===== config.mk =====
export PLATFORM = sky130hd
export DESIGN_NAME = stli_lerp
export DESIGN_NICKNAME = d
export VERILOG_FILES = /design/src/sv/stli_pkg.sv /design/src/sv/stli_lerp.sv
export SDC_FILE = /design/constraint.sdc
export NUM_CORES = 1
export LEC_CHECK = 0
export BUFFER_PORTS_ARGS = -buffer_cell sky130_fd_sc_hd__buf_2
export CAP_MARGIN = 20
export CORE_ASPECT_RATIO = 1.75
export CORE_MARGIN = 2
export CORE_UTILIZATION = 55
export DETAILED_ROUTE_END_ITERATION = 10
export PLACE_DENSITY = 0.77
export SETUP_SLACK_MARGIN = 0.2
export SYNTH_ARGS = -nofsm -noshare
export SYNTH_HDL_FRONTEND = slang
export SYNTH_SLANG_ARGS = --single-unit
export TNS_END_PERCENT = 20

===== constraint.sdc =====
create_clock -name clk -period 4.7 [get_ports clk]
set_clock_uncertainty 0.05 [all_clocks]
set_input_delay 0.235 -clock clk [delete_from_list [all_inputs] [get_ports clk]]
set_output_delay 0.235 -clock clk [all_outputs]
set_load 0.1 [all_outputs]

===== src/sv/stli_pkg.sv =====
// Shared constants, codes and types for the sample table linear interpolator.
package stli_pkg;

    localparam int TABLE_DEPTH_DEF = 1024;
    localparam int MAX_DIMS_DEF    = 5;

    localparam int TIME_W    = 32;
    localparam int VAL_W     = 48;
    localparam int MAG_W     = VAL_W + 1;
    localparam int PROD_W    = MAG_W + TIME_W;
    localparam int MUL_STEPS = TIME_W;
    localparam int DIV_STEPS = MAG_W;
    localparam int STEP_W    = 6;
    localparam int OUT_COMPS = 5;
    localparam int COMP_W    = 3;
    localparam int DIMS_W    = 3;

    localparam logic [1:0] CMD_CLEAR  = 2'd0;
    localparam logic [1:0] CMD_APPEND = 2'd1;
    localparam logic [1:0] CMD_QUERY  = 2'd2;

    localparam logic [1:0] STATUS_OK    = 2'd0;
    localparam logic [1:0] STATUS_EMPTY = 2'd1;
    localparam logic [1:0] STATUS_FULL  = 2'd2;
    localparam logic [1:0] STATUS_ORDER = 2'd3;

    localparam logic [DIMS_W-1:0] DIMS_RESET = 3'd5;

    typedef struct packed {
        logic [VAL_W-1:0]  vp;
        logic [VAL_W-1:0]  vn;
        logic [TIME_W-1:0] num;
        logic [TIME_W-1:0] den;
    } lerp_req_t;

endpackage


===== src/sv/stli_lerp.sv =====
// Bit-serial interpolation unit: shift-add multiply, then restoring divide.
module stli_lerp (
    input  logic                                clk,
    input  logic                                rst_n,
    input  logic                                start,
    input  stli_pkg::lerp_req_t                 req,
    output logic                                done,
    output logic [stli_pkg::VAL_W-1:0]          result
);

    typedef enum logic [3:0] {
        L_IDLE = 4'b0001,
        L_MUL  = 4'b0010,
        L_DIV  = 4'b0100,
        L_DONE = 4'b1000
    } lstate_t;

    lstate_t                          state_reg, state_next;
    logic [stli_pkg::STEP_W-1:0]      cnt_reg, cnt_next;
    logic [stli_pkg::PROD_W-1:0]      acc_reg, acc_next;
    logic [stli_pkg::MAG_W-1:0]       mag_reg, mag_next;
    logic [stli_pkg::TIME_W-1:0]      num_reg, num_next;
    logic [stli_pkg::TIME_W-1:0]      den_reg, den_next;
    logic [stli_pkg::TIME_W-1:0]      rem_reg, rem_next;
    logic [stli_pkg::VAL_W-1:0]       p_reg, p_next;
    logic                             neg_reg, neg_next;

    logic [stli_pkg::MAG_W-1:0]       diff;
    logic [stli_pkg::MAG_W:0]         psum;
    logic [stli_pkg::TIME_W:0]        r2;
    logic                             ge;

    always_comb
    begin
        state_next = state_reg;
        cnt_next   = cnt_reg;
        acc_next   = acc_reg;
        mag_next   = mag_reg;
        num_next   = num_reg;
        den_next   = den_reg;
        rem_next   = rem_reg;
        p_next     = p_reg;
        neg_next   = neg_reg;
        diff = {req.vn[stli_pkg::VAL_W-1], req.vn} - {req.vp[stli_pkg::VAL_W-1], req.vp};
        psum = {1'b0, acc_reg[stli_pkg::PROD_W-1:stli_pkg::TIME_W]}
             + (num_reg[0] ? {1'b0, mag_reg} : '0);
        r2   = {rem_reg, acc_reg[stli_pkg::MAG_W-1]};
        ge   = (r2 >= {1'b0, den_reg});
        case (state_reg)
            L_IDLE:
            begin
                if (start)
                begin
                    neg_next   = diff[stli_pkg::MAG_W-1];
                    mag_next   = diff[stli_pkg::MAG_W-1] ? (~diff + 1'b1) : diff;
                    num_next   = req.num;
                    den_next   = req.den;
                    p_next     = req.vp;
                    acc_next   = '0;
                    cnt_next   = '0;
                    state_next = L_MUL;
                end
            end
            L_MUL:
            begin
                acc_next = {psum, acc_reg[stli_pkg::TIME_W-1:1]};
                num_next = num_reg >> 1;
                cnt_next = cnt_reg + 1'b1;
                if (cnt_reg == stli_pkg::STEP_W'(stli_pkg::MUL_STEPS - 1))
                begin
                    rem_next   = psum[stli_pkg::MAG_W:stli_pkg::MAG_W-stli_pkg::TIME_W+1];
                    cnt_next   = '0;
                    state_next = L_DIV;
                end
            end
            L_DIV:
            begin
                rem_next = ge ? stli_pkg::TIME_W'(r2 - {1'b0, den_reg})
                              : r2[stli_pkg::TIME_W-1:0];
                acc_next[stli_pkg::MAG_W-1:0] = {acc_reg[stli_pkg::MAG_W-2:0], ge};
                cnt_next = cnt_reg + 1'b1;
                if (cnt_reg == stli_pkg::STEP_W'(stli_pkg::DIV_STEPS - 1))
                begin
                    state_next = L_DONE;
                end
            end
            L_DONE:
            begin
                state_next = L_IDLE;
            end
            default:
            begin
                state_next = L_IDLE;
            end
        endcase
    end

    always_ff @(posedge clk or negedge rst_n)
    begin
        if (!rst_n)
        begin
            state_reg <= L_IDLE;
            cnt_reg   <= '0;
        end
        else
        begin
            state_reg <= state_next;
            cnt_reg   <= cnt_next;
        end
    end

    always_ff @(posedge clk)
    begin
        acc_reg <= acc_next;
        mag_reg <= mag_next;
        num_reg <= num_next;
        den_reg <= den_next;
        rem_reg <= rem_next;
        p_reg   <= p_next;
        neg_reg <= neg_next;
    end

    assign done   = (state_reg == L_DONE);
    assign result = neg_reg ? (p_reg - acc_reg[stli_pkg::VAL_W-1:0])
                            : (p_reg + acc_reg[stli_pkg::VAL_W-1:0]);

endmodule


## After elaboration in Yosys (flattened, before gate mapping)

Cells that the tools add are included.

- Output and inout bits: 49
- Input port bits: 163
- Word-level logic and storage cells: 55
- Bits in registers: 285

- Equality and inequality tests: 9
- Bitwise logic cells: 1
- Reductions and logical operators: 8
- Magnitude comparators: 1
- Add/subtract/negate cells: 7
- Muxes and demuxes: 18

Operators with widths:

| cell | number |
|---|---|
| case mux 32 bit (2 select lines) | 3 |
| case mux 49 bit (3 select lines) | 1 |
| two-way mux 32 bit | 3 |
| two-way mux 48 bit | 2 |
| two-way mux 81 bit | 1 |
| adder 49 x 49 -> 50 bit | 1 |
| adder 49 x 1 -> 49 bit, second input constant | 1 |
| two-way mux 49 bit | 1 |
| NOT 49 bit | 1 |
| subtractor 48 x 48 -> 49 bit | 1 |
| adder 48 bit | 1 |
| subtractor 48 bit | 1 |
| greater-or-equal comparator 33 x 32 -> 1 bit | 1 |
| subtractor 32 bit | 1 |
| case mux 6 bit (3 select lines) | 1 |
| two-way mux 4 bit | 3 |
| two-way mux 6 bit | 2 |
| case mux 4 bit (3 select lines) | 1 |
| AND reduction 2 bit | 4 |
| adder 6 x 1 -> 6 bit, second input constant | 1 |
| == test 6 x 5 -> 1 bit, second input constant | 1 |
| == test 6 bit, second input constant | 1 |
| != test 2 bit, second input constant | 3 |
| == test 4 x 1 -> 1 bit, second input constant | 1 |
| other kinds (6) | 7 |

## Depth between registers and ports, before layout

Gate-level depths: netlist of the first run.

- Depth after elaboration: 4
- Gate-level depth with buffers: 25
- Mapped depth without buffers: 24

## Worst setup path after synthesis of the first run

Ideal clock, no wire load.

- Kind: reg-to-output
- Start point: reg acc_reg[17] (netlist name)
- End point: out result[47] (netlist name)
- Slack: -1.868 ns
- Cell stages (with the launch flop): 20
- Path buffers: 1
- Arrival: 6.283 ns
- Required time: 4.415 ns
- Cells stage by stage: edfxtp_1 > or4_1 > nor4_1 > and3_1 > nand2_1 > nor3_1 > nand3b_1 > nor4_1 > and3b_1 > a21oi_1 > xnor2_1 > ha_1 > clkbuf_1 > a21o_1 > a21o_1 > a21oi_1 > nand3b_1 > nor3_1 > nor2_1 > a211oi_1

- Cells in the longest elaborated chain, start to end: 2
- Elaborated cells on any way between the ends: 3

Ends and longest elaborated chain:

| element | RTL line | source |
|---|---|---|
| start, declared | stli_lerp.sv:20 | `logic [stli_pkg::PROD_W-1:0] acc_reg, acc_next;` |
| start signal, assigned | stli_lerp.sv:114 | `acc_reg <= acc_next;` |
| adder 48 bit or subtractor 48 bit (tied branches) | stli_lerp.sv:125, stli_lerp.sv:124 |  |
| two-way mux 48 bit (*) | stli_lerp.sv:124 | `assign result = neg_reg ? (p_reg - acc_reg[stli_pkg::VAL_W-1:0])` |
| end, declared | stli_lerp.sv:8 | `output logic [stli_pkg::VAL_W-1:0] result` |

Mark *: on every way between the ends. The rest lies on a longest branch, timed or not.

## Worst setup path in the final report of the first run

- Start point: reg acc_reg[0] (netlist name)
- End point: out result[44] (netlist name)

The elaborated chain is that of the path after synthesis.

==> results.cfg, run 1 <==
[layout]
area_growth_pct = 30.1
nFillCells = 2982
drive_above_1_share_pct = 22.7
largest_reg_flops = 81
fin_nets = 3387

[logic_synthesis]
synth_edf_count = 275
synth_fp_nets = 2857
avgSynthCellArea_um2 = 9.09
synth-async-reset-ratio_pct = 3.51
synthesis.area_um2 = 22800
yosysSeqAreaShare_pct = 37.3
synth-seq-cells = 285
synth.distinct_cells = 92
synth-main-ff-cell = edfxtp_1
synth_top_area_cell = edfxtp_1
synth_area_leaders = edfxtp_1, ha_1, xnor2_1
synth_top_area_share_pct = 36.2
yosys_warnings = 0
synthCells = 2510

[floorplanning]
floorplan.initialDensity_pct = 55.7
rows = 98
die-area_um2 = 43200
die_h_um = 273
die_x_um = 158
core-area_um2 = 41000
io_pins = 212

[routing]
avgViaCountPerCell = 5.94
drc = 0
drt_iter0_markers = 1322
totalWireLength_mm = 70.1
ant_nets = 0
vias = 21500
routedWlPerCell_um = 19.4
dr.pass1.iters = 6

[sta]
tightest_slew_ns = 1.01
relSlewSlack_pct = 32.4
holdWs_ns = 0.0949
maxSlewViolCount = 0
fin_ws_ns = -0.877
hold_violations = 0
finalCriticalPeriod_ns = 5.58
grt_setup_unrepaired = true
finalSetupViolCount = 25
fmax_mhz = 179
period_share_pct = 119

[worst_setup_path]
crit_path_start_kind = flop
cp.arrival_ns = 5.29
cp_max_fo = 3
cp-end-kind = output port
worst_ep_required_time_ns = 4.41
cp-startpoint = acc_reg[0]
worstSetupPathType = flop to output port
r2r-start = num_reg[0]

[global_routing]
grt_max_degree = 84
antenna_found_initial = 0
grt_first_pass_wirelength_mm = 109
gr-usage-all-layers_pct = 31.7
grt-ovfl-total = 0
grt_pass1_vias = 22100

[clock_network]
cts_buffers = 29
clk_path_buf_depth = 3
cts_tree = done
clk_pin_slew_worst_paths_ns = 0.07
clock_sinks = 285
clk-insertion-delay-late_ns = 0.58
cts_root_buffer = clkbuf_16
htreeDepth = 1

[placement]
dp_hpwl_mm = 52.5
io_buffers = 211
place_congestion = 0.999
place_ws_ns = -0.512

[run]
cap_violations = 0

[run_status]
status = finished, violations left
failed_checks = negative setup slack

[min_path]
worstHoldPathType = primary input to async pin
==> critical path, cell delays in order, from the launching register on <==
cell and delay, ns:
edfxtp_1 0.47, inv_2 0.12, ha_4 0.13, nor2b_4 0.17
nand3_4 0.10, nor2b_4 0.16, buf_4 0.12, buf_4 0.10
a21oi_1 0.06, xnor2_1 0.14, ha_1 0.29, inv_1 0.07
o21bai_1 0.07, a2111o_1 0.44, a31o_4 0.25, o311ai_4 0.27
o211ai_1 0.15, buf_4 0.19, a41oi_2 0.21, buf_6 0.15
a21oi_4 0.07, a21oi_4 0.18, buf_6 0.13, o31ai_2 0.06
a21oi_2 0.25, xnor2_4 0.16, buf_12 0.19
==> worst paths after layout <==
check | end | slack (ns) | cells after the start
worst max register to register | acc_reg[75] | 0.39 | 17
min in group clk | mag_reg[0] | 0.23 | 3
worst max-delay path | result[44] | -0.88 | 26
worst min-delay path | state_reg[0] | 0.09 | 2
worst min register to register | num_reg[27] | 0.47 | 2
max in group asynchronous | cnt_reg[4] | 3.68 | 3
==> Yosys cell counts (all sizes together) (15+ instances only) <==
library cell,number
clkbuf,74
or3,16
nor4,15
and3,23
o21ai,171
a31oi,35
a21oi,206
nand4,31
xor2,69
o31ai,17
nor2,172
nor2b,32
nor3,56
a22o,19
and2,73
nand2,276
ha,180
nand3,42
inv,148
o21bai,29
edfxtp,275
a21o,96
or2,15
o21a,33
mux2i,20
nand2b,29
xnor2,165
==> cells by family after synthesis <==
kind of cell / synth area share, %
AND/OR/NAND/NOR: 18.0
AO/OA/AOI/OAI: 20.1
flip-flops: 37.3
XOR/XNOR: 8.98
buffers and inverters: 3.86
adder cells (fa/ha/maj): 10.2
multiplexers: 1.59
==> repair_timing <==
| item | 4_1_cts | 5_1_grt |
|---|---|---|
| cloned | 0 | 0 |
| setup endpoints to repair | 46 | 60 |
| pin swaps | 58 | 49 |
| setup buffers | 17 | 12 |
| resized for setup | 71 | 80 |
| hold buffers | 115 | 0 |
| endpoints found under the hold margin | 123 | 0 |
==> through the flow <==
step | utilization, % | instance area [um2] | TNS, ns | instances
after floorplan | - | 23100 | -2.09 | 2510
after global placement | 65.2 | 26700 | -2.85 | 3415
after detailed placement | 65.2 | 26700 | -5.37 | 3415
after CTS | 71.4 | 29200 | -11.54 | 3601
after global routing | 72.5 | 29700 | -19.52 | 3613
final | 72.5 | 29700 | -14.84 | 3614
==> cell type report <==
type	instances	area [um2]	area share [%]
repair buffers	582	4670	15.7
clock inverters	19	215	0.725
flip-flops and latches	285	8510	28.7
inverters	148	558	1.88
diodes	1	2.50	0.00843
clock buffers	35	768	2.59
well taps	550	688	2.32
multi-input cells	1994	14300	48.1
==> cells in the final DEF, fill, tap and decap left out, types with 19 or more instances in the layout <==
cell type / instances
a31oi_1: 32
a21o_1: 96
nor3_1: 49
o21ai_0: 149
nand3_1: 39
o21bai_1: 26
xnor2_1: 157
edfxtp_1: 275
a21oi_2: 25
buf_4: 243
mux2i_1: 19
nor2_1: 167
a21oi_1: 178
xor2_1: 62
nand2_1: 272
inv_1: 144
o21a_1: 33
and3_1: 19
dlygate4sd3_1: 115
a22o_1: 19
nor2b_1: 27
and2_1: 68
buf_12: 33
nand4_1: 30
nand2b_1: 28
clkbuf_16: 29
ha_1: 177
buf_2: 178
==> routing by layer <==
metal	share of wire, %	routed length, um	vias up	GRT usage, %
li1	-	-	10200	-
met3	4.1	2850	285	3.17
met4	7.1	4970	0	20.2
met2	54	38100	756	61.1
met5	0	0	-	0
met1	34	24200	10200	31.4
Power of run 1 is left out: the tool's default activity adds up to more than one toggle a clock period on the data nets, which glitch-free logic cannot reach.
==> run 2, diff against run 1 <==
- CELL_PAD_IN_SITES_DETAIL_PLACEMENT: not set -> 0
- CELL_PAD_IN_SITES_GLOBAL_PLACEMENT: not set -> 2
- CORE_UTILIZATION: 55 -> 41
- PLACE_DENSITY: 0.77 -> 0.86
- clock period: 4.7 -> 7 ns (I/O delays scaled with it)
==> run 2 against run 1 <==
  * The run now ends clean
  * Sequential cell count unchanged
  * Sequential share of layout area is 3.1 points higher
  * Final area fell by 9.8%
  * Worst hold slack got worse by 0.060 ns
  * Utilization is 24 points lower
  * Final cell count is 2.8% lower
  * Critical endpoint is now result[45]
  * Critical path type unchanged
==> results.cfg, run 2 (synthesized netlist as in run 1, its figures left out) <==
[global_routing]
grt_first_pass_wirelength_mm = 106
gr-usage-all-layers_pct = 23.1
grt-ovfl-total = 0
grt_max_degree = 85
antenna_found_initial = 1
grt_pass1_vias = 19900

[layout]
drive_above_1_share_pct = 12.3
fin_nets = 3141
final_cell_mix = nand2_1, edfxtp_1, buf_2
nFillCells = 5285
largest_reg_flops = 81
register_area_um2 = 8510
multi_input_area_um2 = 13500
area_growth_pct = 17.3

[sta]
totalNegativeSetupSlack_ns = 0
hold_violations = 0
fmax_mhz = 152
maxSlewViolCount = 0
tightest_slew_ns = 1.11
finalCriticalPeriod_ns = 6.59
grt_setup_unrepaired = true
period_share_pct = 94.1
finalSetupViolCount = 0
holdWs_ns = 0.0351
relSlewSlack_pct = 26.1

[clock_network]
clk-insertion-delay-late_ns = 0.60
postCtsSetupBuffers = 0
clk_pin_slew_worst_paths_ns = 0.08
clk_path_buf_depth = 3
htreeDepth = 1
clock_sinks = 285
cts_tree = done
cts_root_buffer = clkbuf_16
cts_buffers = 31

[floorplanning]
die-area_um2 = 57600
rows = 114
floorplan.initialDensity_pct = 41.4
die_h_um = 316
die_x_um = 182
core-area_um2 = 55100
io_pins = 212

[worst_setup_path]
r2r_setup_slack_ns = 1.96
cp_max_fo = 8
cp-end-kind = output port
path_cells = or4_1 > nor4_1 > nand3_1 > nor4b_1 > and3b_1 > nand3b_1 > nor4_2 > nor2_1 > xnor2_1 > ha_1 > nor2b_1 > o21ai_0 > nand2b_1 > a21oi_1 > nor2b_1 > o21ai_0 > nand2b_1 > a21oi_1 > o21ai_0 > xor2_1 > buf_2
worst_ep_required_time_ns = 6.60
reg2reg_to = rem_reg[25]
crit_slowest_cell = or4_1
path_common_cell = o21ai_0
crit_path_start_kind = flop
r2r-start = num_reg[0]
cp-startpoint = acc_reg[17]
worstRegToRegCells = 15
cpPeakStageDelay_ns = 0.62
worstSetupPathType = flop to output port
cp.arrival_ns = 6.19

[routing]
totalWireLength_mm = 68.1
routedWlPerCell_um = 19.4
avgViaCountPerCell = 5.55
ant_nets = 0
vias = 19500
drc = 0
dr.pass1.iters = 5
drt_iter0_markers = 862

[placement]
place_congestion = 0.929
dp_hpwl_mm = 53.2
io_buffers = 211

[min_path]
min_from = req[63]
hold_depth = 2
worstHoldPathType = primary input to flop
min_to = num_reg[31]

[run_status]
status = complete, no violations

[run]
cap_violations = 0
## run 2: cell types whose count changed in the layout (fill, tap and decap cells not counted), sizes merged
cell         before  now
dlygate4sd3     115  108
inv             149  151
clkbuf           35   39
bufinv            4    5
clkinvlp          3    0
clkinv           11   13
buf             467  222
## run 2: worst max-delay path: cells and delay by family, from the launching register on
kind,cells,cell delay [ns]
AOI/OAI and AO/OA,5,0.69
xor gates and xnor gates,2,0.32
adders and majority gates,1,0.40
buffers and inverters,1,0.45
DFF,1,0.46
and+or+nand+nor,12,3.24
## run 2: area by class of cell
| class | instances | area share (%) |
|---|---|---|
| Antenna cell | 1 | 0.00935 |
| Clock buffer | 35 | 2.95 |
| Clock inverter | 21 | 1.01 |
| Inverter | 148 | 2.08 |
| Multi-Input combinational cell | 1994 | 50.4 |
| Sequential cell | 285 | 31.8 |
| Tap cell | 696 | 3.25 |
| Timing Repair Buffer | 334 | 8.49 |
## run 2: per-stage QoR
step	instances	instance area [um2]	setup WS [ns]	utilization [%]
floorplan	2510	22800	0.317	-
global placement	3348	24600	0.774	44.6
detailed placement	3348	24600	0.720	44.6
CTS	3512	26700	0.156	48.5
global route	3514	26800	0.180	48.6
finish	3514	26800	0.414	48.6
## run 2: worst max-delay path by stage
stage	to	slack, ns	depth (start not counted)
CTS	result[47]	0.16	19
global placement	result[45]	0.77	20
global route	result[42]	0.18	22
floorplan	result[47]	0.32	19
detailed placement	result[45]	0.72	20
finish	result[45]	0.41	21
## run 2: repair_timing
| action | CTS | global route |
|---|---|---|
| hold endpoints to repair | 117 | 0 |
| resized for setup | 1 | 9 |
| cloned | 0 | 0 |
| hold buffers | 108 | 0 |
| setup endpoints to repair | 4 | 9 |
## run 2: routing by layer
metal  track usage (%)  wire (um)
met1              24.9      26600
met2              46.6      37200
met3              1.85       2040
met4              7.79       2190
met5                 0          0
Power of run 2 is left out for the same reason.
==> run 3, diff against run 2 <==
- CORE_ASPECT_RATIO: 1.75 -> not set
==> run 3 against run 2 <==
  * Critical path type unchanged
  * Final area rose by 0.36%
  * Critical path depth grew 1
  * Final cell count grew 1.4%
  * Routed wire length fell by 5.7%
  * Utilization rose by 0.15 points
  * Sequential share of layout area down 0.12 points
  * Via count down 0.37%
  * Global-route usage down 1.1 points
  * Largest cell class unchanged
  * Register-to-register slack worse by 0.52 ns
  * Sequential cell count unchanged
==> results.cfg, run 3 (synthesized netlist as in run 1, its figures left out) <==
[clock_network]
clock_sinks = 285
htreeDepth = 2
cts_buffers = 36
postCtsSetupBuffers = 0
cts_tree = done
clk_pin_slew_worst_paths_ns = 0.06
clk-insertion-delay-late_ns = 0.55
cts_root_buffer = clkbuf_16
clk_path_buf_depth = 3

[worst_setup_path]
r2r-start = num_reg[0]
cp.arrival_ns = 6.00
reg2reg_to = rem_reg[26]
worstSetupPathType = flop to output port
cp_max_fo = 5
r2r_setup_slack_ns = 1.44
crit_path_start_kind = flop
cp-end-kind = output port
cp-startpoint = acc_reg[1]
worst_ep_required_time_ns = 6.60
worstRegToRegCells = 15
crit_end = result[42]

[placement]
place_ws_ns = 0.850
place_inst = 3399
dp_hpwl_mm = 48.9
io_buffers = 211
place_congestion = 0.875

[run_status]
status = complete, no violations

[sta]
fmax_mhz = 156
maxSlewViolCount = 0
fin_ws_ns = 0.600
totalNegativeSetupSlack_ns = 0
grt_setup_unrepaired = true
period_share_pct = 91.4
finalSetupViolCount = 0
hold_violations = 0
relSlewSlack_pct = 34.2
tightest_slew_ns = 0.979
finalCriticalPeriod_ns = 6.40

[layout]
fin_nets = 3136
final_cell_mix = nand2_1, edfxtp_1, buf_2
largest_reg_flops = 81
drive_above_1_share_pct = 12.5
finalNonFillerCells = 3563
area_growth_pct = 17.8
nFillCells = 5300
multi_input_area_um2 = 13500
register_area_um2 = 8510

[routing]
totalWireLength_mm = 64.2
drc = 0
drt_iter0_markers = 1344
avgViaCountPerCell = 5.46
vias = 19400
dr.pass1.iters = 5
routedWlPerCell_um = 18.0
ant_nets = 0

[global_routing]
grt-ovfl-total = 0
grt_pass1_vias = 18700
antenna_found_initial = 3
grt_first_pass_wirelength_mm = 100
grt_max_degree = 85
gr-usage-all-layers_pct = 22.0

[run]
cap_violations = 0

[min_path]
min_from = req[35]
worstHoldPathType = primary input to flop

[floorplanning]
core-area_um2 = 55100
floorplan.initialDensity_pct = 41.4
die_x_um = 240
die_h_um = 240
io_pins = 212
rows = 86
die-area_um2 = 57500
[run 3: through the flow]
| stage | utilization [%] | hold WS [ns] | area, um2 |
|---|---|---|---|
| 3_3_place_gp | 44.7 | 0.175 | 24600 |
| 2_1_floorplan | - | 0.00441 | 22800 |
| 4_1_cts | 48.6 | 0.00203 | 26800 |
| 5_1_grt | 48.8 | 0.0110 | 26900 |
| 6_report | 48.8 | 0.0323 | 26900 |
| 3_5_place_dp | 44.7 | 0.174 | 24600 |
[run 3: worst min path at each step]
| stage | to | slack (ns) | depth (start not counted) |
|---|---|---|---|
| 2_1_floorplan | cnt_reg[0] | 0.004 | 0 |
| 3_3_place_gp | cnt_reg[3] | 0.17 | 1 |
| 3_5_place_dp | cnt_reg[2] | 0.17 | 1 |
| 4_1_cts | num_reg[11] | 0.002 | 3 |
| 5_1_grt | num_reg[3] | 0.01 | 3 |
| 6_report | num_reg[3] | 0.03 | 3 |
[run 3: area by class of cell]
cell class / instances / area share, %
Timing Repair Buffer: 324 / 8.10
Tap cell: 748 / 3.48
Antenna cell: 1 / 0.00932
Multi-Input combinational cell: 1994 / 50.2
Inverter: 148 / 2.09
Sequential cell: 285 / 31.7
Clock inverter: 22 / 0.927
Clock buffer: 41 / 3.50
[run 3: per-layer routing]
layer / part of all wire (%) / vias up / global-route usage [%] / wire length (um)
li1: - / 9717 / - / -
met1: 46 / 9122 / 30.3 / 29800
met2: 45 / 499 / 35.7 / 29100
met3: 5.3 / 100 / 3.17 / 3410
met4: 3.0 / 0 / 7.19 / 1910
met5: 0 / - / 0 / 0
[run 3: repair_timing]
item                                   4_1_cts  5_1_grt
gates resized for setup                      0       12
setup endpoints to repair                    0       11
endpoints found under the hold margin      108        0
hold buffers                                99        0
[run 3: critical path, stage by stage, from the launching register on]
cell	delay (ns)
edfxtp_1	0.41
inv_1	0.12
ha_1	0.17
nor2b_1	0.23
nand3_1	0.13
nor2b_1	0.29
a21oi_1	0.13
xnor2_1	0.17
ha_1	0.34
inv_1	0.10
o21bai_1	0.08
a2111o_1	0.42
a31o_2	0.27
o311ai_0	0.44
o211ai_1	0.28
a41oi_2	0.32
a21oi_1	0.17
a21oi_1	0.16
buf_4	0.17
o21ai_0	0.21
a41oi_1	0.31
xnor2_1	0.16
clkbuf_4	0.36
Power of run 3 is left out for the same reason.
